### config.mk
export PLATFORM = sky130hd
export DESIGN_NAME = tiled_midpoint_binarizer_unit
export DESIGN_NICKNAME = d
export VERILOG_FILES = /design/src/rtl/tmb_pkg.sv /design/src/rtl/tmb_ram.sv /design/src/rtl/tmb_ctrl.sv /design/src/rtl/tmb_datapath.sv /design/src/rtl/tiled_midpoint_binarizer_unit.sv
export SDC_FILE = /design/constraint.sdc
export NUM_CORES = 1
export LEC_CHECK = 0
export ABC_AREA = 1
export BUFFER_PORTS_ARGS = -buffer_cell sky130_fd_sc_hd__buf_2
export CAP_MARGIN = 10
export CORE_MARGIN = 4
export CORE_UTILIZATION = 53
export DETAILED_ROUTE_END_ITERATION = 8
export HOLD_SLACK_MARGIN = 0.03
export PLACE_DENSITY_LB_ADDON = 0.2
export SYNTH_ARGS = -nofsm -noshare
export SYNTH_HDL_FRONTEND = slang
export SYNTH_SLANG_ARGS = --single-unit
### constraint.sdc
create_clock -name clk -period 5.7 [get_ports clk]
set_input_delay 0.285 -clock clk [delete_from_list [all_inputs] [get_ports clk]]
set_output_delay 0.285 -clock clk [all_outputs]
set_load 0.01 [all_outputs]
### src/rtl/tmb_pkg.sv
// Shared types, codes and constants of the tiled midpoint binarizer.
package tmb_pkg;

	localparam int CFG_WIDTH   = 13;
	localparam int CFG_INDEX_W = 1;

	localparam logic [CFG_INDEX_W-1:0] REG_FRAME_WIDTH  = 1'b0;
	localparam logic [CFG_INDEX_W-1:0] REG_FRAME_HEIGHT = 1'b1;

	localparam logic [CFG_WIDTH-1:0] FRAME_WIDTH_RESET  = 13'd640;
	localparam logic [CFG_WIDTH-1:0] FRAME_HEIGHT_RESET = 13'd480;

	localparam logic OP_MEASURE   = 1'b0;
	localparam logic OP_THRESHOLD = 1'b1;

	localparam int SUM_W      = 15;
	localparam int PROD_W     = 28;
	localparam int WEIGHT_RB  = 33;
	localparam int WEIGHT_G   = 34;
	localparam int GRAY_RECIP = 5243;
	localparam int GRAY_SHIFT = 19;

	localparam logic [7:0] MIN_RESET = 8'hff;
	localparam logic [7:0] MAX_RESET = 8'h00;

	typedef enum logic [1:0] {
		ST_IDLE,
		ST_SUM,
		ST_MUL,
		ST_APPLY
	} tmb_state_t;

	typedef struct packed {
		logic capture;
		logic sum;
		logic mul;
		logic apply;
	} tmb_cmd_t;

	typedef struct packed {
		logic threshold;
		logic out_busy;
	} tmb_stat_t;

endpackage

### src/rtl/tmb_ram.sv
// Generic single-write, single-read RAM with registered read data.
module tmb_ram #(
	parameter int WIDTH = 16,
	parameter int DEPTH = 16
) (
	input  logic                                    clk,
	input  logic                                    we,
	input  logic [(DEPTH > 1 ? $clog2(DEPTH) : 1)-1:0] waddr,
	input  logic [WIDTH-1:0]                        wdata,
	input  logic                                    re,
	input  logic [(DEPTH > 1 ? $clog2(DEPTH) : 1)-1:0] raddr,
	output logic [WIDTH-1:0]                        rdata
);

	logic [WIDTH-1:0] mem_q [DEPTH];

	always_ff @(posedge clk) begin
		if (we) begin
			mem_q[waddr] <= wdata;
		end
		if (re) begin
			rdata <= mem_q[raddr];
		end
	end

endmodule

### src/rtl/tmb_ctrl.sv
// Controller state machine sequencing one pixel word through the datapath.
module tmb_ctrl (
	input  logic                clk,
	input  logic                arst_n,
	input  logic                in_valid,
	output logic                in_ready,
	input  tmb_pkg::tmb_stat_t  stat,
	output tmb_pkg::tmb_cmd_t   cmd
);

	tmb_pkg::tmb_state_t state_q, state_d;

	always_ff @(posedge clk or negedge arst_n) begin
		if (!arst_n) begin
			state_q <= tmb_pkg::ST_IDLE;
		end else begin
			state_q <= state_d;
		end
	end

	always_comb begin
		state_d     = state_q;
		cmd         = '0;
		in_ready    = 1'b0;
		unique case (state_q)
			tmb_pkg::ST_IDLE: begin
				in_ready = 1'b1;
				if (in_valid) begin
					cmd.capture = 1'b1;
					state_d     = tmb_pkg::ST_SUM;
				end
			end
			tmb_pkg::ST_SUM: begin
				cmd.sum = 1'b1;
				state_d = tmb_pkg::ST_MUL;
			end
			tmb_pkg::ST_MUL: begin
				cmd.mul = 1'b1;
				state_d = tmb_pkg::ST_APPLY;
			end
			tmb_pkg::ST_APPLY: begin
				if (!(stat.threshold && stat.out_busy)) begin
					cmd.apply = 1'b1;
					state_d   = tmb_pkg::ST_IDLE;
				end
			end
			default: begin
				state_d = tmb_pkg::ST_IDLE;
			end
		endcase
	end

endmodule

### src/rtl/tmb_datapath.sv
// Datapath: config registers, gray conversion, tile store, position counters, output word.
module tmb_datapath #(
	parameter int TILES_PER_SIDE = 4,
	parameter int MAX_SIDE       = 4096
) (
	input  logic                                 clk,
	input  logic                                 arst_n,
	input  logic                                 cfg_we,
	input  logic [tmb_pkg::CFG_INDEX_W-1:0]      cfg_index,
	input  logic [tmb_pkg::CFG_WIDTH-1:0]        cfg_data,
	input  logic                                 operation,
	input  logic [7:0]                           red,
	input  logic [7:0]                           green,
	input  logic [7:0]                           blue,
	input  tmb_pkg::tmb_cmd_t                    cmd,
	output tmb_pkg::tmb_stat_t                   stat,
	output logic                                 out_valid,
	input  logic                                 out_ready,
	output logic                                 dark,
	output logic                                 last_pixel
);

	localparam int T      = TILES_PER_SIDE;
	localparam int TILE_N = T * T;
	localparam int IW     = (TILE_N > 1) ? $clog2(TILE_N) : 1;
	localparam int SW     = $clog2(MAX_SIDE + 1);
	localparam int CNTW   = $clog2(MAX_SIDE);
	localparam int CW     = (SW > tmb_pkg::CFG_WIDTH) ? SW : tmb_pkg::CFG_WIDTH;
	localparam int TCW    = $clog2(T + 1);
	localparam int PW     = SW + TCW + 1;
	localparam int XW     = 2 * TCW + 1;

	function automatic logic [SW-1:0] clamp_side(input logic [tmb_pkg::CFG_WIDTH-1:0] v);
		logic [CW-1:0] e;
		logic [CW-1:0] c;
		e = CW'(v);
		if (e == '0) begin
			c = CW'(1);
		end else if (e > CW'(MAX_SIDE)) begin
			c = CW'(MAX_SIDE);
		end else begin
			c = e;
		end
		return c[SW-1:0];
	endfunction

	logic [tmb_pkg::CFG_WIDTH-1:0] frame_width_q, frame_height_q;

	logic                  op_q;
	logic [7:0]            red_q, green_q, blue_q;
	logic [tmb_pkg::SUM_W-1:0] sum_s1;
	logic [7:0]            gray_s2;
	logic [tmb_pkg::PROD_W-1:0] prod;

	logic [CNTW-1:0] col_q, row_q, cit_q, rit_q;
	logic [TCW-1:0]  tc_q, tr_q;
	logic [TILE_N-1:0] valid_q;

	logic            out_valid_q, dark_q, last_q;

	logic [SW-1:0]   side_w, side_h;
	logic            row_end, frame_end, cit_wrap, rit_wrap, in_grid, clear;
	logic [XW-1:0]   idx_full;
	logic [IW-1:0]   idx;
	logic [15:0]     rdata;
	logic [7:0]      cur_min, cur_max, new_min, new_max;
	logic [8:0]      mid_sum;
	logic            ram_we;

	assign side_w    = clamp_side(frame_width_q);
	assign side_h    = clamp_side(frame_height_q);
	assign row_end   = (SW'(col_q) + SW'(1)) >= side_w;
	assign frame_end = row_end && ((SW'(row_q) + SW'(1)) >= side_h);
	assign cit_wrap  = PW'(side_w) < ((PW'(cit_q) + PW'(2)) * PW'(T));
	assign rit_wrap  = PW'(side_h) < ((PW'(rit_q) + PW'(2)) * PW'(T));
	assign in_grid   = (side_w >= SW'(T)) && (side_h >= SW'(T)) &&
	                   (tc_q < TCW'(T)) && (tr_q < TCW'(T));
	assign idx_full  = in_grid ? (XW'(tr_q) * XW'(T) + XW'(tc_q)) : '0;
	assign idx       = idx_full[IW-1:0];
	assign clear     = (op_q == tmb_pkg::OP_MEASURE) && (col_q == '0) && (row_q == '0);

	assign cur_min = (clear || !valid_q[idx]) ? tmb_pkg::MIN_RESET : rdata[15:8];
	assign cur_max = (clear || !valid_q[idx]) ? tmb_pkg::MAX_RESET : rdata[7:0];
	assign new_min = (gray_s2 < cur_min) ? gray_s2 : cur_min;
	assign new_max = (gray_s2 > cur_max) ? gray_s2 : cur_max;
	assign mid_sum = {1'b0, cur_min} + {1'b0, cur_max};
	assign ram_we  = cmd.apply && (op_q == tmb_pkg::OP_MEASURE) && in_grid;

	assign prod = tmb_pkg::PROD_W'(sum_s1) * tmb_pkg::PROD_W'(tmb_pkg::GRAY_RECIP);

	tmb_ram #(
		.WIDTH (16),
		.DEPTH (TILE_N)
	) u_tiles (
		.clk   (clk),
		.we    (ram_we),
		.waddr (idx),
		.wdata ({new_min, new_max}),
		.re    (cmd.mul),
		.raddr (idx),
		.rdata (rdata)
	);

	always_ff @(posedge clk or negedge arst_n) begin
		if (!arst_n) begin
			frame_width_q  <= tmb_pkg::FRAME_WIDTH_RESET;
			frame_height_q <= tmb_pkg::FRAME_HEIGHT_RESET;
		end else if (cfg_we) begin
			unique case (cfg_index)
				tmb_pkg::REG_FRAME_WIDTH:  frame_width_q  <= cfg_data;
				tmb_pkg::REG_FRAME_HEIGHT: frame_height_q <= cfg_data;
				default: begin
				end
			endcase
		end
	end

	always_ff @(posedge clk) begin
		if (cmd.capture) begin
			op_q    <= operation;
			red_q   <= red;
			green_q <= green;
			blue_q  <= blue;
		end
		if (cmd.sum) begin
			sum_s1 <= tmb_pkg::SUM_W'(tmb_pkg::WEIGHT_RB) * tmb_pkg::SUM_W'(red_q)
			        + tmb_pkg::SUM_W'(tmb_pkg::WEIGHT_G) * tmb_pkg::SUM_W'(green_q)
			        + tmb_pkg::SUM_W'(tmb_pkg::WEIGHT_RB) * tmb_pkg::SUM_W'(blue_q);
		end
		if (cmd.mul) begin
			gray_s2 <= prod[tmb_pkg::GRAY_SHIFT+7:tmb_pkg::GRAY_SHIFT];
		end
		if (cmd.apply && op_q == tmb_pkg::OP_THRESHOLD) begin
			dark_q <= in_grid && ({1'b0, gray_s2} < {1'b0, mid_sum[8:1]});
			last_q <= frame_end;
		end
	end

	always_ff @(posedge clk or negedge arst_n) begin
		if (!arst_n) begin
			col_q       <= '0;
			row_q       <= '0;
			cit_q       <= '0;
			rit_q       <= '0;
			tc_q        <= '0;
			tr_q        <= '0;
			valid_q     <= '0;
			out_valid_q <= 1'b0;
		end else begin
			if (cmd.apply && op_q == tmb_pkg::OP_THRESHOLD) begin
				out_valid_q <= 1'b1;
			end else if (out_ready) begin
				out_valid_q <= 1'b0;
			end
			if (cmd.apply) begin
				valid_q <= (clear ? '0 : valid_q) | (ram_we ? (TILE_N'(1) << idx) : '0);
				if (row_end) begin
					col_q <= '0;
					cit_q <= '0;
					tc_q  <= '0;
					if (frame_end) begin
						row_q <= '0;
						rit_q <= '0;
						tr_q  <= '0;
					end else begin
						row_q <= row_q + CNTW'(1);
						if (rit_wrap) begin
							rit_q <= '0;
							if (tr_q < TCW'(T)) begin
								tr_q <= tr_q + TCW'(1);
							end
						end else begin
							rit_q <= rit_q + CNTW'(1);
						end
					end
				end else begin
					col_q <= col_q + CNTW'(1);
					if (cit_wrap) begin
						cit_q <= '0;
						if (tc_q < TCW'(T)) begin
							tc_q <= tc_q + TCW'(1);
						end
					end else begin
						cit_q <= cit_q + CNTW'(1);
					end
				end
			end
		end
	end

	assign stat.threshold = (op_q == tmb_pkg::OP_THRESHOLD);
	assign stat.out_busy  = out_valid_q && !out_ready;
	assign out_valid      = out_valid_q;
	assign dark           = dark_q;
	assign last_pixel     = last_q;

	a_no_overwrite: assert property (@(posedge clk) disable iff (!arst_n)
		cmd.apply && op_q == tmb_pkg::OP_THRESHOLD |-> !(out_valid_q && !out_ready))
		else $error("result word overwritten while waiting");

	a_result_shown: assert property (@(posedge clk) disable iff (!arst_n)
		cmd.apply && op_q == tmb_pkg::OP_THRESHOLD |=> out_valid_q)
		else $error("threshold word not presented");

	a_measure_silent: assert property (@(posedge clk) disable iff (!arst_n)
		cmd.apply && op_q == tmb_pkg::OP_MEASURE && !out_valid_q |=> !out_valid_q)
		else $error("measure word produced a result");

	a_tile_bounds: assert property (@(posedge clk) disable iff (!arst_n)
		tc_q <= TCW'(T) && tr_q <= TCW'(T))
		else $error("tile position past grid");

endmodule

### src/rtl/tiled_midpoint_binarizer_unit.sv
// Top level of the tiled midpoint binarizer: controller plus datapath.
//
//  channel   direction  handshake             payload
//  in        input      in_valid / in_ready   operation, red, green, blue
//  out       output     out_valid / out_ready dark, last_pixel
//  cfg       input      cfg_we                cfg_index, cfg_data
//
// Each pixel word goes through accept, weighted sum, reciprocal multiply
// with tile store read, then tile update or threshold compare.
// The next word is accepted while a result word waits in the output register;
// a threshold word stalls in APPLY only while the waiting word is not taken.
// Reset clears the counters and the tile valid bits; no clearing pass is needed.
module tiled_midpoint_binarizer_unit #(
	parameter int TILES_PER_SIDE = 4,
	parameter int MAX_SIDE       = 4096
) (
	input  logic                             clk,
	input  logic                             arst_n,
	input  logic                             cfg_we,
	input  logic [tmb_pkg::CFG_INDEX_W-1:0]  cfg_index,
	input  logic [tmb_pkg::CFG_WIDTH-1:0]    cfg_data,
	input  logic                             in_valid,
	output logic                             in_ready,
	input  logic                             operation,
	input  logic [7:0]                       red,
	input  logic [7:0]                       green,
	input  logic [7:0]                       blue,
	output logic                             out_valid,
	input  logic                             out_ready,
	output logic                             dark,
	output logic                             last_pixel
);

	tmb_pkg::tmb_cmd_t  cmd;
	tmb_pkg::tmb_stat_t stat;

	tmb_ctrl u_ctrl (
		.clk      (clk),
		.arst_n   (arst_n),
		.in_valid (in_valid),
		.in_ready (in_ready),
		.stat     (stat),
		.cmd      (cmd)
	);

	tmb_datapath #(
		.TILES_PER_SIDE (TILES_PER_SIDE),
		.MAX_SIDE       (MAX_SIDE)
	) u_datapath (
		.clk        (clk),
		.arst_n     (arst_n),
		.cfg_we     (cfg_we),
		.cfg_index  (cfg_index),
		.cfg_data   (cfg_data),
		.operation  (operation),
		.red        (red),
		.green      (green),
		.blue       (blue),
		.cmd        (cmd),
		.stat       (stat),
		.out_valid  (out_valid),
		.out_ready  (out_ready),
		.dark       (dark),
		.last_pixel (last_pixel)
	);

endmodule

==> results of run 1 <==
-- worst max-delay path, delay by kind of cell (launching register included) --
family / cells / cell delay, ps
AND/OR/NAND/NOR: 18 / 2370
AO/OA/AOI/OAI: 6 / 1700
flip-flops: 1 / 390
adder cells (fa/ha/maj): 1 / 260
buffers and inverters: 2 / 170
-- registers in the layout (all words and copies together) (netlist names), 8 cells and up --
name,flops
u_datapath.u_tiles.mem_q,256
u_datapath.u_tiles.rdata,16
u_datapath.valid_q,16
u_datapath.sum_s1,15
u_datapath.frame_height_q,13
u_datapath.frame_width_q,13
u_datapath.cit_q,12
u_datapath.col_q,12
u_datapath.rit_q,12
u_datapath.row_q,12
u_datapath.blue_q,8
u_datapath.gray_s2,8
u_datapath.green_q,8
u_datapath.red_q,8
-- layer usage --
| layer | vias up | part of all wire | wire, um | GRT usage |
|---|---|---|---|---|
| li1 | 8071 | - | - | - |
| met1 | 8277 | 0.43 | 24920 | 0.3111 |
| met3 | 124 | 0.057 | 3318 | 0.03592 |
| met2 | 509 | 0.48 | 28050 | 0.3975 |
| met5 | - | 0 | 0 | 0 |
| met4 | 0 | 0.036 | 2084 | 0.08391 |
-- stage by stage --
stage / worst slack, ps / setup TNS, ps / std cells / util / area, um^2
finish: 435.4 / 0 / 3012 / 0.6027 / 27530
global route: -54.86 / -1407 / 3012 / 0.6027 / 27530
CTS: 544.1 / 0 / 3012 / 0.6027 / 27530
detailed placement: 567.9 / 0 / 2891 / 0.5625 / 25690
global placement: 708.1 / 0 / 2891 / 0.5625 / 25690
floorplan: 1091 / 0 / 2266 / - / 24600
-- timing repair --
action	4_1_cts	5_1_grt
endpoints found under the hold margin	69	0
hold buffers	40	0
endpoints found under the setup margin	0	32
resized for setup	0	0
-- worst max-delay path by stage --
stage | startpoint | end | slack, ps | cells past startpoint
2_1_floorplan | u_datapath.green_q[5]$_DFFE_PP_ | u_datapath.sum_s1[14]$_DFFE_PN_ | 1090 | 24
6_report | u_datapath.frame_width_q[8]$_DFFE_PN0P_ | u_datapath.u_tiles.mem_q[11][3]$_DFFE_PP_ | 440 | 27
3_5_place_dp | u_datapath.frame_width_q[8]$_DFFE_PN0P_ | u_datapath.u_tiles.mem_q[0][0]$_DFFE_PP_ | 570 | 27
3_3_place_gp | u_datapath.frame_width_q[8]$_DFFE_PN0P_ | u_datapath.u_tiles.mem_q[1][3]$_DFFE_PP_ | 710 | 27
5_1_grt | u_datapath.frame_width_q[8]$_DFFE_PN0P_ | u_datapath.u_tiles.mem_q[1][0]$_DFFE_PP_ | -50 | 27
4_1_cts | u_datapath.frame_width_q[8]$_DFFE_PN0P_ | u_datapath.u_tiles.mem_q[1][3]$_DFFE_PP_ | 540 | 27
-- synth_stat cells, drive strengths merged --
cell and number:
nand2 320, a31oi 5, ha 235, nand3b 5
dfrtp 93, clkbuf 47, edfxtp 322, clkinv 1
o221a 1, nor2 128, a211oi 5, and3 1
a2111o 16, a32o 1, a21boi 33, o221ai 3
o211ai 3, nand4 33, buf 10, inv 380
nand3 58, fa 88, o41ai 5, o311ai 1
o22ai 36, xor2 58, nor3 15, o31ai 4
o21a 1, dfstp 6, xnor2 15, o21ai 94
a22oi 129, a21o 7, nor4 5, a221oi 1
a21oi 95, o32ai 5, o21bai 1
-- cells by family after synthesis --
family | share of synthesized area
adder cells (fa/ha/maj) | 0.1912
buffers and inverters | 0.06760
AND/OR/NAND/NOR | 0.1016
XOR/XNOR | 0.02599
flip-flops | 0.4941
AO/OA/AOI/OAI | 0.1195
-- area by class of cell --
type,instances,share of cell area
multi-input cells,1407,0.3943
repair buffers,122,0.03273
clock buffers,51,0.04245
well taps,600,0.02727
clock inverters,30,0.009772
flip-flops and latches,421,0.4415
inverters,381,0.05195
==> out/qor.txt, run 1 <==
CLOCKING
------------------------------------------------------------------------------------------
Clock edge transition at the registers on the reported setup and hold paths .        70 ps
Clock tree from TritonCTS ...................................................         done
Sinks on Clock Net ..........................................................          421
Root buffer selected by CTS ................................................. sky130_fd_sc_hd__clkbuf_16
Later-pin clock latency in the skew report ..................................       580 ps
Cts bufs inserted ...........................................................           44
Buffers from clock root to sink, at most ....................................            3
CTS H-tree depth ............................................................            2
Setup Fix Bufs, Post-CTS ....................................................            0

GLOBAL ROUTE
------------------------------------------------------------------------------------------
Number of antenna violations at the first check in global routing ...........            0
Via count of the first global-routing pass ..................................       17,458
Largest net degree at the start of global routing ...........................           81
GRT Util Overall ............................................................       0.2352
First-pass GRT wire length ..................................................    93,230 um
Gr ovfl total ...............................................................            0

TIMING
------------------------------------------------------------------------------------------
Actual slew at the worst max-slew pin .......................................      1098 ps
Clock period minus worst slack ..............................................      5265 ps
Slew Limit Headroom .........................................................       0.2678
Max-slew violation count ....................................................            0
Hold Vio Cnt, Final .........................................................            0
Final setup violation count .................................................            0
Clock Skews .................................................................     26.14 ps
Hold slack ..................................................................     128.3 ps
Period utilisation layout ...................................................       0.9236
Unrepaired setup endpoints after global routing .............................         true
Peak Freq ...................................................................    189.9 MHz

FLOORPLAN
------------------------------------------------------------------------------------------
Die area ....................................................................  49,920 um^2
Effective utilization at floorplan ..........................................       0.5385
Row count ...................................................................           78
Width of the die ............................................................     223.4 um
Number of top-level design ports ............................................           48
Vertical die dimension ......................................................     223.4 um
Core outline area ...........................................................  45,670 um^2

LAYOUT
------------------------------------------------------------------------------------------
Share of cells above drive strength 1 .......................................      0.08914
Multi-input gate area in the final layout ...................................  10,850 um^2
FF+latch area ...............................................................  12,150 um^2
Most frequent standard cell in the layout excluding fill and tap cells ...... sky130_fd_sc_hd__inv_1
Fillers .....................................................................        3,755
Most used cells in the layout excluding fill and tap cells .................. 376 x sky130_fd_sc_hd__inv_1, 322 x sky130_fd_sc_hd__edfxtp_1, 310 x sky130_fd_sc_hd__nand2_1
Layout-stage area growth over the synthesis result ..........................       11.91%
Ant. Diodes .................................................................            0
Total Nets Final ............................................................        2,744

OUTCOME
------------------------------------------------------------------------------------------
Result of the run ........................................................... finished clean

SYNTHESIS
------------------------------------------------------------------------------------------
Syn_nets ....................................................................        2,633
Fraction of synthesized cell area taken by the top area cell type ...........       0.3931
Synth Register Bits .........................................................          421
Synthesis warning total .....................................................            0
Post-synthesis cell count ...................................................        2,266
Area of the mapped netlist ..................................................  24,600 um^2
Unique cell type count in the Yosys netlist .................................           56
Mean Syn Cell Area ..........................................................   10.85 um^2
Share of synthesized area occupied by flip-flops and latches ................       0.4941
Top cells by area in the synthesized netlist ................................ sky130_fd_sc_hd__edfxtp_1 39%, sky130_fd_sc_hd__ha_1 12%, sky130_fd_sc_hd__dfrtp_1 9.5%, sky130_fd_sc_hd__fa_1 7.2%, sky130_fd_sc_hd__inv_1 5.7%
Largest area contributor in the synthesized netlist ......................... sky130_fd_sc_hd__edfxtp_1

DETAILED ROUTING
------------------------------------------------------------------------------------------
Iteration count of the initial detailed-routing pass ........................            8
Per-cell via count in the routed design .....................................        5.638
Post-DR wirelength/cell .....................................................     19.38 um
DR iter-0 viols .............................................................        1,324
Count of vias placed by the detailed router .................................       16,981
Number of nets still failing antenna checks after routing ...................            0
Residual DRC count ..........................................................            0
Detailed Route WL ...........................................................    58,370 um

WORST SETUP PATH
------------------------------------------------------------------------------------------
Worst endpoint data arrival time ............................................      5470 ps
Reg2reg end ................................................................. u_datapath.u_tiles.mem_q[11][3]$_DFFE_PP_
CP max stage cell ........................................................... sky130_fd_sc_hd__a21oi_1
Critical Path Source Type ...................................................     register
Worst R2R Path Depth ........................................................           27
Critical Path Max Stage Delay ...............................................       860 ps
Critical Path Sink Type .....................................................     register
Required arrival time at the worst endpoint .................................      5900 ps
CP dominant cell by count ................................................... sky130_fd_sc_hd__nand2_1
Start-to-end type of the worst setup path ...................................   reg -> reg
Maximum fanout encountered on the critical timing path ......................           17
Worst r2r src ............................................................... u_datapath.frame_width_q[8]$_DFFE_PN0P_
Register-to-register setup slack ............................................       440 ps

PLACEMENT
------------------------------------------------------------------------------------------
HPWL after detailed placement ...............................................    39,410 um
Quantity of I/O buffers inserted on ports ...................................           47
GPL Wtd Cong ................................................................       0.9671

HOLD PATH
------------------------------------------------------------------------------------------
Hold Crit Class .............................................................  in -> async

RUN
------------------------------------------------------------------------------------------
Total of max-cap violations .................................................            0

Power of run 1 is left out: the tool's default activity adds up to more than one toggle a clock period on the data nets, which glitch-free logic cannot reach.
==> inputs of run 2 (changes only) <==
- clock period: 5.7 -> 4.3 ns (I/O delays scaled with it)
==> run 2 against run 1 <==
Against the previous run: the run now ends with setup timing left; sequential share of layout area shrank 4.3 points; die area is the same; register-to-register slack lost 700 ps; design area grew 11%; via count grew 6.0%.
==> out/qor.txt, run 2 (same netlist as run 1, synthesis figures left out) <==
WORST SETUP PATH
------------------------------------------------------------------------------------------
Register-to-register setup slack ............................................      -260 ps   -700 ps
Capturing instance or port of the critical path ............................. u_datapath.sum_s1[14]$_DFFE_PN_
Critical Path Source ........................................................ u_datapath.green_q[5]$_DFFE_PP_
Required arrival time at the worst endpoint .................................      4630 ps   -1270 ps
Maximum fanout encountered on the critical timing path ......................            2   -15
Critical Path Sink Type .....................................................     register
Critical Path Source Type ...................................................     register
Worst r2r src ............................................................... u_datapath.green_q[5]$_DFFE_PP_
Worst endpoint data arrival time ............................................      4890 ps   -580 ps
Reg2reg end ................................................................. u_datapath.sum_s1[14]$_DFFE_PN_
Start-to-end type of the worst setup path ...................................   reg -> reg
Worst R2R Path Depth ........................................................           24   -11%

FLOORPLAN
------------------------------------------------------------------------------------------
Core outline area ...........................................................  45,670 um^2   unchanged
Width of the die ............................................................     223.4 um   unchanged
Number of top-level design ports ............................................           48   unchanged
Row count ...................................................................           78   unchanged
Vertical die dimension ......................................................     223.4 um   unchanged
Effective utilization at floorplan ..........................................       0.5385   unchanged
Die area ....................................................................  49,920 um^2   unchanged

CLOCKING
------------------------------------------------------------------------------------------
Root buffer selected by CTS ................................................. sky130_fd_sc_hd__clkbuf_16
Clock edge transition at the registers on the reported setup and hold paths .        60 ps   about the same
Clock tree from TritonCTS ...................................................         done
Later-pin clock latency in the skew report ..................................       580 ps   about the same
Cts bufs inserted ...........................................................           44   unchanged
Buffers from clock root to sink, at most ....................................            3   unchanged
Sinks on Clock Net ..........................................................          421   unchanged
CTS H-tree depth ............................................................            2   unchanged

LAYOUT
------------------------------------------------------------------------------------------
Share of cells above drive strength 1 .......................................       0.2309   +0.1418
Ant. Diodes .................................................................            0   unchanged
Fillers .....................................................................        3,366   -10%
Largest registers ranked by flip-flop count ................................. u_datapath.u_tiles.mem_q: 256 flops, u_datapath.u_tiles.rdata: 16 flops, u_datapath.valid_q: 16 flops
Most used cells in the layout excluding fill and tap cells .................. 344 x sky130_fd_sc_hd__inv_1, 322 x sky130_fd_sc_hd__edfxtp_1, 285 x sky130_fd_sc_hd__nand2_1
Most frequent standard cell in the layout excluding fill and tap cells ...... sky130_fd_sc_hd__inv_1
Multi-input gate area in the final layout ...................................  11,800 um^2   +8.7%
Register with the highest flop count ........................................ u_datapath.u_tiles.mem_q
FF+latch area ...............................................................  12,150 um^2   unchanged
Total Nets Final ............................................................        2,969   +8.2%
Utilization after layout ....................................................       0.6671   +0.06440
Non-Filler Cell Area, Final .................................................  30,470 um^2   +11%
Number of flip-flops under the largest register name ........................          256   unchanged
Layout-stage area growth over the synthesis result ..........................       23.87%

GLOBAL ROUTE
------------------------------------------------------------------------------------------
Gr ovfl total ...............................................................            0   unchanged
GRT Util Overall ............................................................       0.2438   +0.008570
Number of antenna violations at the first check in global routing ...........            0   unchanged
Largest net degree at the start of global routing ...........................           67   -17%
First-pass GRT wire length ..................................................    97,160 um   +4.2%
Via count of the first global-routing pass ..................................       18,419   +5.5%

PLACEMENT
------------------------------------------------------------------------------------------
Quantity of I/O buffers inserted on ports ...................................           47   unchanged
HPWL after detailed placement ...............................................    39,950 um   +1.4%
Post-Place Setup Slack ......................................................    -398.5 ps   -966.5 ps
Placed cell area ............................................................  27,120 um^2   +5.6%
GPL Wtd Cong ................................................................       0.9127   -5.6%

HOLD PATH
------------------------------------------------------------------------------------------
Hold Crit Class .............................................................    in -> reg
Hold_sp .....................................................................     in_valid

DETAILED ROUTING
------------------------------------------------------------------------------------------
Post-DR wirelength/cell .....................................................     18.98 um   -2.1%
Count of vias placed by the detailed router .................................       17,998   +6.0%
Detailed Route WL ...........................................................    61,450 um   +5.3%
Per-cell via count in the routed design .....................................        5.560   -1.4%
Number of nets still failing antenna checks after routing ...................            0   unchanged
DR iter-0 viols .............................................................        1,406   +6.2%
Residual DRC count ..........................................................            0   unchanged
Iteration count of the initial detailed-routing pass ........................            5   -3

TIMING
------------------------------------------------------------------------------------------
Clock Skews .................................................................     15.88 ps   -10.26 ps
Hold Vio Cnt, Final .........................................................            0   unchanged
Unrepaired setup endpoints after global routing .............................         true
Hold slack ..................................................................     96.65 ps   -31.63 ps
Peak Freq ...................................................................    219.3 MHz   +15%
Period utilisation layout ...................................................        1.060   +0.1368
Max-slew violation count ....................................................            0   unchanged
Clock period minus worst slack ..............................................      4560 ps   -705.0 ps
Actual slew at the worst max-slew pin .......................................      1007 ps   -91.50 ps
Final setup violation count .................................................           12   +12
Slew Limit Headroom .........................................................       0.3263   +0.05852
Worst setup slack after layout ..............................................    -259.7 ps   -695.0 ps

OUTCOME
------------------------------------------------------------------------------------------
Result of the run ........................................................... complete, but fails checks
Failing checks .............................................................. setup timing

RUN
------------------------------------------------------------------------------------------
Total of max-cap violations .................................................            0   unchanged

==> run 2: layout make-up <==
class                      count  share of cell area
timing repair buffer         347             0.09264
clock buffer                  56             0.03897
multi-input combinational   1407              0.3871
inverter                     381             0.04727
tap                          600             0.02464
sequential                   421              0.3989
clock inverter                25             0.01047
==> run 2: timing repair <==
item,in CTS,in global routing
hold buffers,40,0
setup endpoints to repair,77,270
setup buffers,19,32
gates resized for setup,97,140
hold endpoints to repair,109,0
gates cloned,0,4
pin swaps,71,66
==> run 2: routing by layer <==
| layer | routed length (um) | up-vias | part of all wire | GRT usage |
|---|---|---|---|---|
| met5 | 0 | - | 0 | 0 |
| met4 | 2354 | 0 | 0.038 | 0.08650 |
| met3 | 3213 | 133 | 0.052 | 0.03408 |
| met2 | 30630 | 534 | 0.50 | 0.4228 |
| met1 | 25240 | 8784 | 0.41 | 0.3151 |
| li1 | - | 8547 | - | - |
==> run 2: how the worst min path moves through the flow <==
stage	endpoint	depth (start not counted)
final	u_ctrl.state_q[1]$_DFFE_PN0P_	4
after global routing	u_ctrl.state_q[1]$_DFFE_PN0P_	3
after CTS	u_ctrl.state_q[1]$_DFFE_PN0P_	4
after detailed placement	u_datapath.frame_height_q[11]$_DFFE_PN0P_	1
after global placement	u_datapath.frame_height_q[11]$_DFFE_PN0P_	1
after floorplan	u_ctrl.state_q[0]$_DFFE_PN0P_	0
==> run 2: critical path: stages (launching register included) <==
cell                       delay (ps)
sky130_fd_sc_hd__edfxtp_1         410
sky130_fd_sc_hd__ha_1             300
sky130_fd_sc_hd__ha_2             190
sky130_fd_sc_hd__inv_2             40
sky130_fd_sc_hd__fa_1             500
sky130_fd_sc_hd__inv_2             50
sky130_fd_sc_hd__ha_4             210
sky130_fd_sc_hd__ha_4             250
sky130_fd_sc_hd__inv_2             30
sky130_fd_sc_hd__fa_1             480
sky130_fd_sc_hd__inv_2             40
sky130_fd_sc_hd__fa_2             540
sky130_fd_sc_hd__ha_4             210
sky130_fd_sc_hd__inv_4             60
sky130_fd_sc_hd__nor2_4            40
sky130_fd_sc_hd__o21ai_1          120
sky130_fd_sc_hd__nand2_1           70
sky130_fd_sc_hd__a21oi_2          160
sky130_fd_sc_hd__o21ai_2           70
sky130_fd_sc_hd__a21oi_2          150
sky130_fd_sc_hd__inv_1             60
sky130_fd_sc_hd__a21oi_2          110
sky130_fd_sc_hd__nor2_1            50
sky130_fd_sc_hd__nor2_1           100
sky130_fd_sc_hd__xnor2_1           70
==> run 2: stage by stage <==
stage,instances,TNS [ps]
4_1_cts,3205,-1189
3_3_place_gp,3065,-7676
3_5_place_dp,3065,-19430
6_report,3237,-1832
5_1_grt,3237,-10340
2_1_floorplan,2266,-410.8
Power of run 2 is left out for the same reason.
==> inputs of run 3 (changes only) <==
- ABC_AREA: 1 -> unset
==> run 3 against run 2 <==
Against the previous run: the flow still finishes with violations (setup timing); critical path depth down 7; cell count down 9.9%; clock skew shrank 1.2 ps; non-clock buffer count is 88 lower; sequential share of layout area is 1.9 points higher; register-to-register slack worse by 650 ps; via count decreased by 8.4%; synthesized cell count shrank 9.9%; design area shrank 4.5%; synthesized area grew 0.86%; critical path type unchanged; largest cell class unchanged; highest routed layer unchanged.
==> out/qor.txt, run 3 <==
OUTCOME
------------------------------------------------------------------------------------------
Result of the run ........................................................... complete, but fails checks
Failing checks .............................................................. setup timing

LAYOUT
------------------------------------------------------------------------------------------
Most frequent standard cell in the layout excluding fill and tap cells ...... sky130_fd_sc_hd__edfxtp_1
Largest registers ranked by flip-flop count ................................. u_datapath.u_tiles.mem_q: 256 flops, u_datapath.u_tiles.rdata: 16 flops, u_datapath.valid_q: 16 flops
Share of cells above drive strength 1 .......................................       0.1949   -0.03605
Multi-input gate area in the final layout ...................................  11,950 um^2   +1.3%
Most used cells in the layout excluding fill and tap cells .................. 322 x sky130_fd_sc_hd__edfxtp_1, 223 x sky130_fd_sc_hd__ha_1, 205 x sky130_fd_sc_hd__inv_1
FF+latch area ...............................................................  12,160 um^2   about the same
Utilization after layout ....................................................       0.6264   -0.04074
Non-Filler Cell Area, Final .................................................  29,100 um^2   -4.5%
Number of flip-flops under the largest register name ........................          256   unchanged
Layout-stage area growth over the synthesis result ..........................       17.29%
Ant. Diodes .................................................................            0   unchanged
Fillers .....................................................................        3,553   +5.6%
Register with the highest flop count ........................................ u_datapath.u_tiles.mem_q
Total Nets Final ............................................................        2,640   -11%
Number of standard cells in the final layout excluding fillers ..............        2,916   -9.9%

GLOBAL ROUTE
------------------------------------------------------------------------------------------
GRT Util Overall ............................................................       0.2248   -0.01903
Largest net degree at the start of global routing ...........................          101   +51%
Number of antenna violations at the first check in global routing ...........            0   unchanged
First-pass GRT wire length ..................................................    90,480 um   -6.9%
Gr ovfl total ...............................................................            0   unchanged
Via count of the first global-routing pass ..................................       16,908   -8.2%

SYNTHESIS
------------------------------------------------------------------------------------------
Syn_nets ....................................................................        2,408   -8.5%
Synth Register Bits .........................................................          421   unchanged
Unique cell type count in the Yosys netlist .................................           78   +39%
Primary flip-flop cell chosen by synthesis mapping .......................... sky130_fd_sc_hd__edfxtp_1
Mean Syn Cell Area ..........................................................   12.16 um^2   +12%
Fraction of synthesized cell area taken by the top area cell type ...........       0.3897   -0.003370
Synthesis warning total .....................................................            0   unchanged
Largest area contributor in the synthesized netlist ......................... sky130_fd_sc_hd__edfxtp_1
Most instantiated cells after synthesis ..................................... 322 x sky130_fd_sc_hd__edfxtp_1, 235 x sky130_fd_sc_hd__ha_1, 211 x sky130_fd_sc_hd__inv_1
Cell with the most instances after synthesis ................................ sky130_fd_sc_hd__edfxtp_1
Post-synthesis cell count ...................................................        2,041   -9.9%
Top cells by area in the synthesized netlist ................................ sky130_fd_sc_hd__edfxtp_1 39%, sky130_fd_sc_hd__ha_1 12%, sky130_fd_sc_hd__dfrtp_1 9.4%, sky130_fd_sc_hd__fa_1 7.1%, sky130_fd_sc_hd__inv_1 3.2%
Area of the mapped netlist ..................................................  24,810 um^2   +0.86%
Share of synthesized area occupied by flip-flops and latches ................       0.4899   -0.004236
Async SR Flop Fraction ......................................................       0.2352   unchanged
Number of flops mapped to enable cells by yosys .............................          322   unchanged

WORST SETUP PATH
------------------------------------------------------------------------------------------
Critical Path Source Type ...................................................     register
Start-to-end type of the worst setup path ...................................   reg -> reg
CP dominant cell by count ................................................... sky130_fd_sc_hd__fa_1
CP max stage cell ........................................................... sky130_fd_sc_hd__fa_1
Worst path buffer plus inverter count .......................................            2   -4
Maximum fanout encountered on the critical timing path ......................            5   +3
Required arrival time at the worst endpoint .................................      4620 ps   about the same
Critical Path Sink Type .....................................................     register
Worst endpoint data arrival time ............................................      5540 ps   +650 ps
Cell Chain, Critical Path ................................................... ha_1 -> inv_1 -> fa_1 -> fa_1 -> inv_1 -> fa_1 -> fa_1 -> ha_4 -> a21o_1 -> a21o_1 -> a21oi_1 -> o311a_1 -> a211oi_4 -> a41o_1 -> o41a_1 -> and4_1 -> or3_1
Gate family responsible for the most delay along the worst path .............  adder cells
Critical Path Max Stage Delay ...............................................       570 ps   +30 ps

PLACEMENT
------------------------------------------------------------------------------------------
Placed cell area ............................................................  26,710 um^2   -1.5%
GPL Wtd Cong ................................................................       0.8805   -3.5%
Placed cells ................................................................        2,765   -9.8%
HPWL after detailed placement ...............................................    38,790 um   -2.9%
Post-Place Setup Slack ......................................................     -1028 ps   -629.3 ps
Quantity of I/O buffers inserted on ports ...................................           47   unchanged

TIMING
------------------------------------------------------------------------------------------
Slew Limit Headroom .........................................................       0.2556   -0.07068
Actual slew at the worst max-slew pin .......................................      1115 ps   +108.5 ps
Period utilisation layout ...................................................        1.213   +0.1523
Peak Freq ...................................................................    191.8 MHz   -13%
Clock period minus worst slack ..............................................      5215 ps   +655.0 ps
Unrepaired setup endpoints after global routing .............................         true
Final setup violation count .................................................           10   -2
Max-slew violation count ....................................................            0   unchanged
Hold Vio Cnt, Final .........................................................            0   unchanged
Clock Skews .................................................................     14.70 ps   -1.179 ps
Worst setup slack after layout ..............................................    -914.6 ps   -655.0 ps

DETAILED ROUTING
------------------------------------------------------------------------------------------
Iteration count of the initial detailed-routing pass ........................            6   +1
Residual DRC count ..........................................................            0   unchanged
Count of vias placed by the detailed router .................................       16,492   -8.4%
Number of nets still failing antenna checks after routing ...................            0   unchanged
Post-DR wirelength/cell .....................................................     19.70 um   +3.8%
Per-cell via count in the routed design .....................................        5.656   +1.7%
DR iter-0 viols .............................................................        1,356   -3.6%
Detailed Route WL ...........................................................    57,450 um   -6.5%

CLOCKING
------------------------------------------------------------------------------------------
CTS H-tree depth ............................................................            2   unchanged
Buffers from clock root to sink, at most ....................................            3   unchanged
Later-pin clock latency in the skew report ..................................       580 ps   about the same
Cts bufs inserted ...........................................................           46   +4.5%
Clock edge transition at the registers on the reported setup and hold paths .        60 ps   about the same
Root buffer selected by CTS ................................................. sky130_fd_sc_hd__clkbuf_16
Clock tree from TritonCTS ...................................................         done
Sinks on Clock Net ..........................................................          421   unchanged

FLOORPLAN
------------------------------------------------------------------------------------------
Vertical die dimension ......................................................     224.4 um   +0.42%
Number of top-level design ports ............................................           48   unchanged
Die area ....................................................................  50,340 um^2   +0.83%
Core outline area ...........................................................  46,460 um^2   +1.7%
Width of the die ............................................................     224.4 um   +0.42%
Row count ...................................................................           79   +1.3%
Effective utilization at floorplan ..........................................       0.5340   -0.004501

RUN
------------------------------------------------------------------------------------------
Total of max-cap violations .................................................            0   unchanged

HOLD PATH
------------------------------------------------------------------------------------------
Hold Crit Class .............................................................    in -> reg

==> run 3: cells by family (layout without fill, tap and decap cells) <==
kind of cell               Yosys count  after routing  synth area share
xor gates and xnor gates            73             73           0.02577
AOI/OAI and AO/OA                  339            339           0.08861
buffers and inverters              287            555           0.04408
muxes                              109            109           0.06440
and+or+nand+nor                    487            487           0.09693
DFF                                421            421            0.4899
adders and majority gates          325            325            0.1903
==> run 3: final cells by class <==
class | count | area share
inverters | 212 | 0.02735
clock buffers | 55 | 0.04141
repair buffers | 259 | 0.06824
flip-flops and latches | 421 | 0.4179
well taps | 607 | 0.02610
clock inverters | 29 | 0.008256
multi-input cells | 1333 | 0.4107
==> run 3: metal layers <==
metal / wire length, um / track usage
met1: 24520 / 0.3060
met2: 28830 / 0.3833
met3: 2760 / 0.03354
met4: 1336 / 0.05771
met5: 0 / 0
==> run 3: what timing repair did <==
item | in CTS | in global routing
endpoints found under the hold margin | 108 | 0
resized for setup | 11 | 53
hold buffers | 39 | 0
setup endpoints to repair | 13 | 137
pin swaps | 12 | 22
setup buffers | 6 | 22
==> run 3: final timing paths <==
kind | startpoint | end | slack, ps | depth (start not counted)
max | u_datapath.sum_s1[9]$_DFFE_PN_ | u_datapath.gray_s2[7]$_DFFE_PP_ | -910 | 17
min | in_valid | u_ctrl.state_q[1]$_DFFE_PN0P_ | 100 | 5
max reg2reg | u_datapath.sum_s1[9]$_DFFE_PN_ | u_datapath.gray_s2[7]$_DFFE_PP_ | -910 | 17
min reg2reg | u_datapath.valid_q[3]$_DFFE_PN0P_ | u_datapath.valid_q[3]$_DFFE_PN0P_ | 480 | 1
max in group asynchronous | arst_n | u_datapath.cit_q[0]$_DFFE_PN0P_ | 2960 | 3
min in group asynchronous | arst_n | u_datapath.valid_q[9]$_DFFE_PN0P_ | 290 | 2
==> run 3: worst register-to-register path: stages (launching register included) <==
cell                       delay (ps)
sky130_fd_sc_hd__edfxtp_1         510
sky130_fd_sc_hd__ha_1             360
sky130_fd_sc_hd__inv_1             50
sky130_fd_sc_hd__fa_1             460
sky130_fd_sc_hd__fa_1             510
sky130_fd_sc_hd__inv_1             60
sky130_fd_sc_hd__fa_1             470
sky130_fd_sc_hd__fa_1             570
sky130_fd_sc_hd__ha_4             220
sky130_fd_sc_hd__a21o_1           170
sky130_fd_sc_hd__a21o_1           150
sky130_fd_sc_hd__a21oi_1          120
sky130_fd_sc_hd__o311a_1          230
sky130_fd_sc_hd__a211oi_4          60
sky130_fd_sc_hd__a41o_1           200
sky130_fd_sc_hd__o41a_1           340
sky130_fd_sc_hd__and4_1           150
sky130_fd_sc_hd__or3_1            330
==> run 3: per-stage QoR <==
stage | hold WS (ps) | TNS, ps
floorplan | -80.59 | -2472
global placement | 352.8 | -5532
detailed placement | 370.2 | -6241
CTS | 71.25 | -5745
global route | 119.1 | -7015
finish | 101.8 | -5299
Power of run 3 is left out for the same reason.
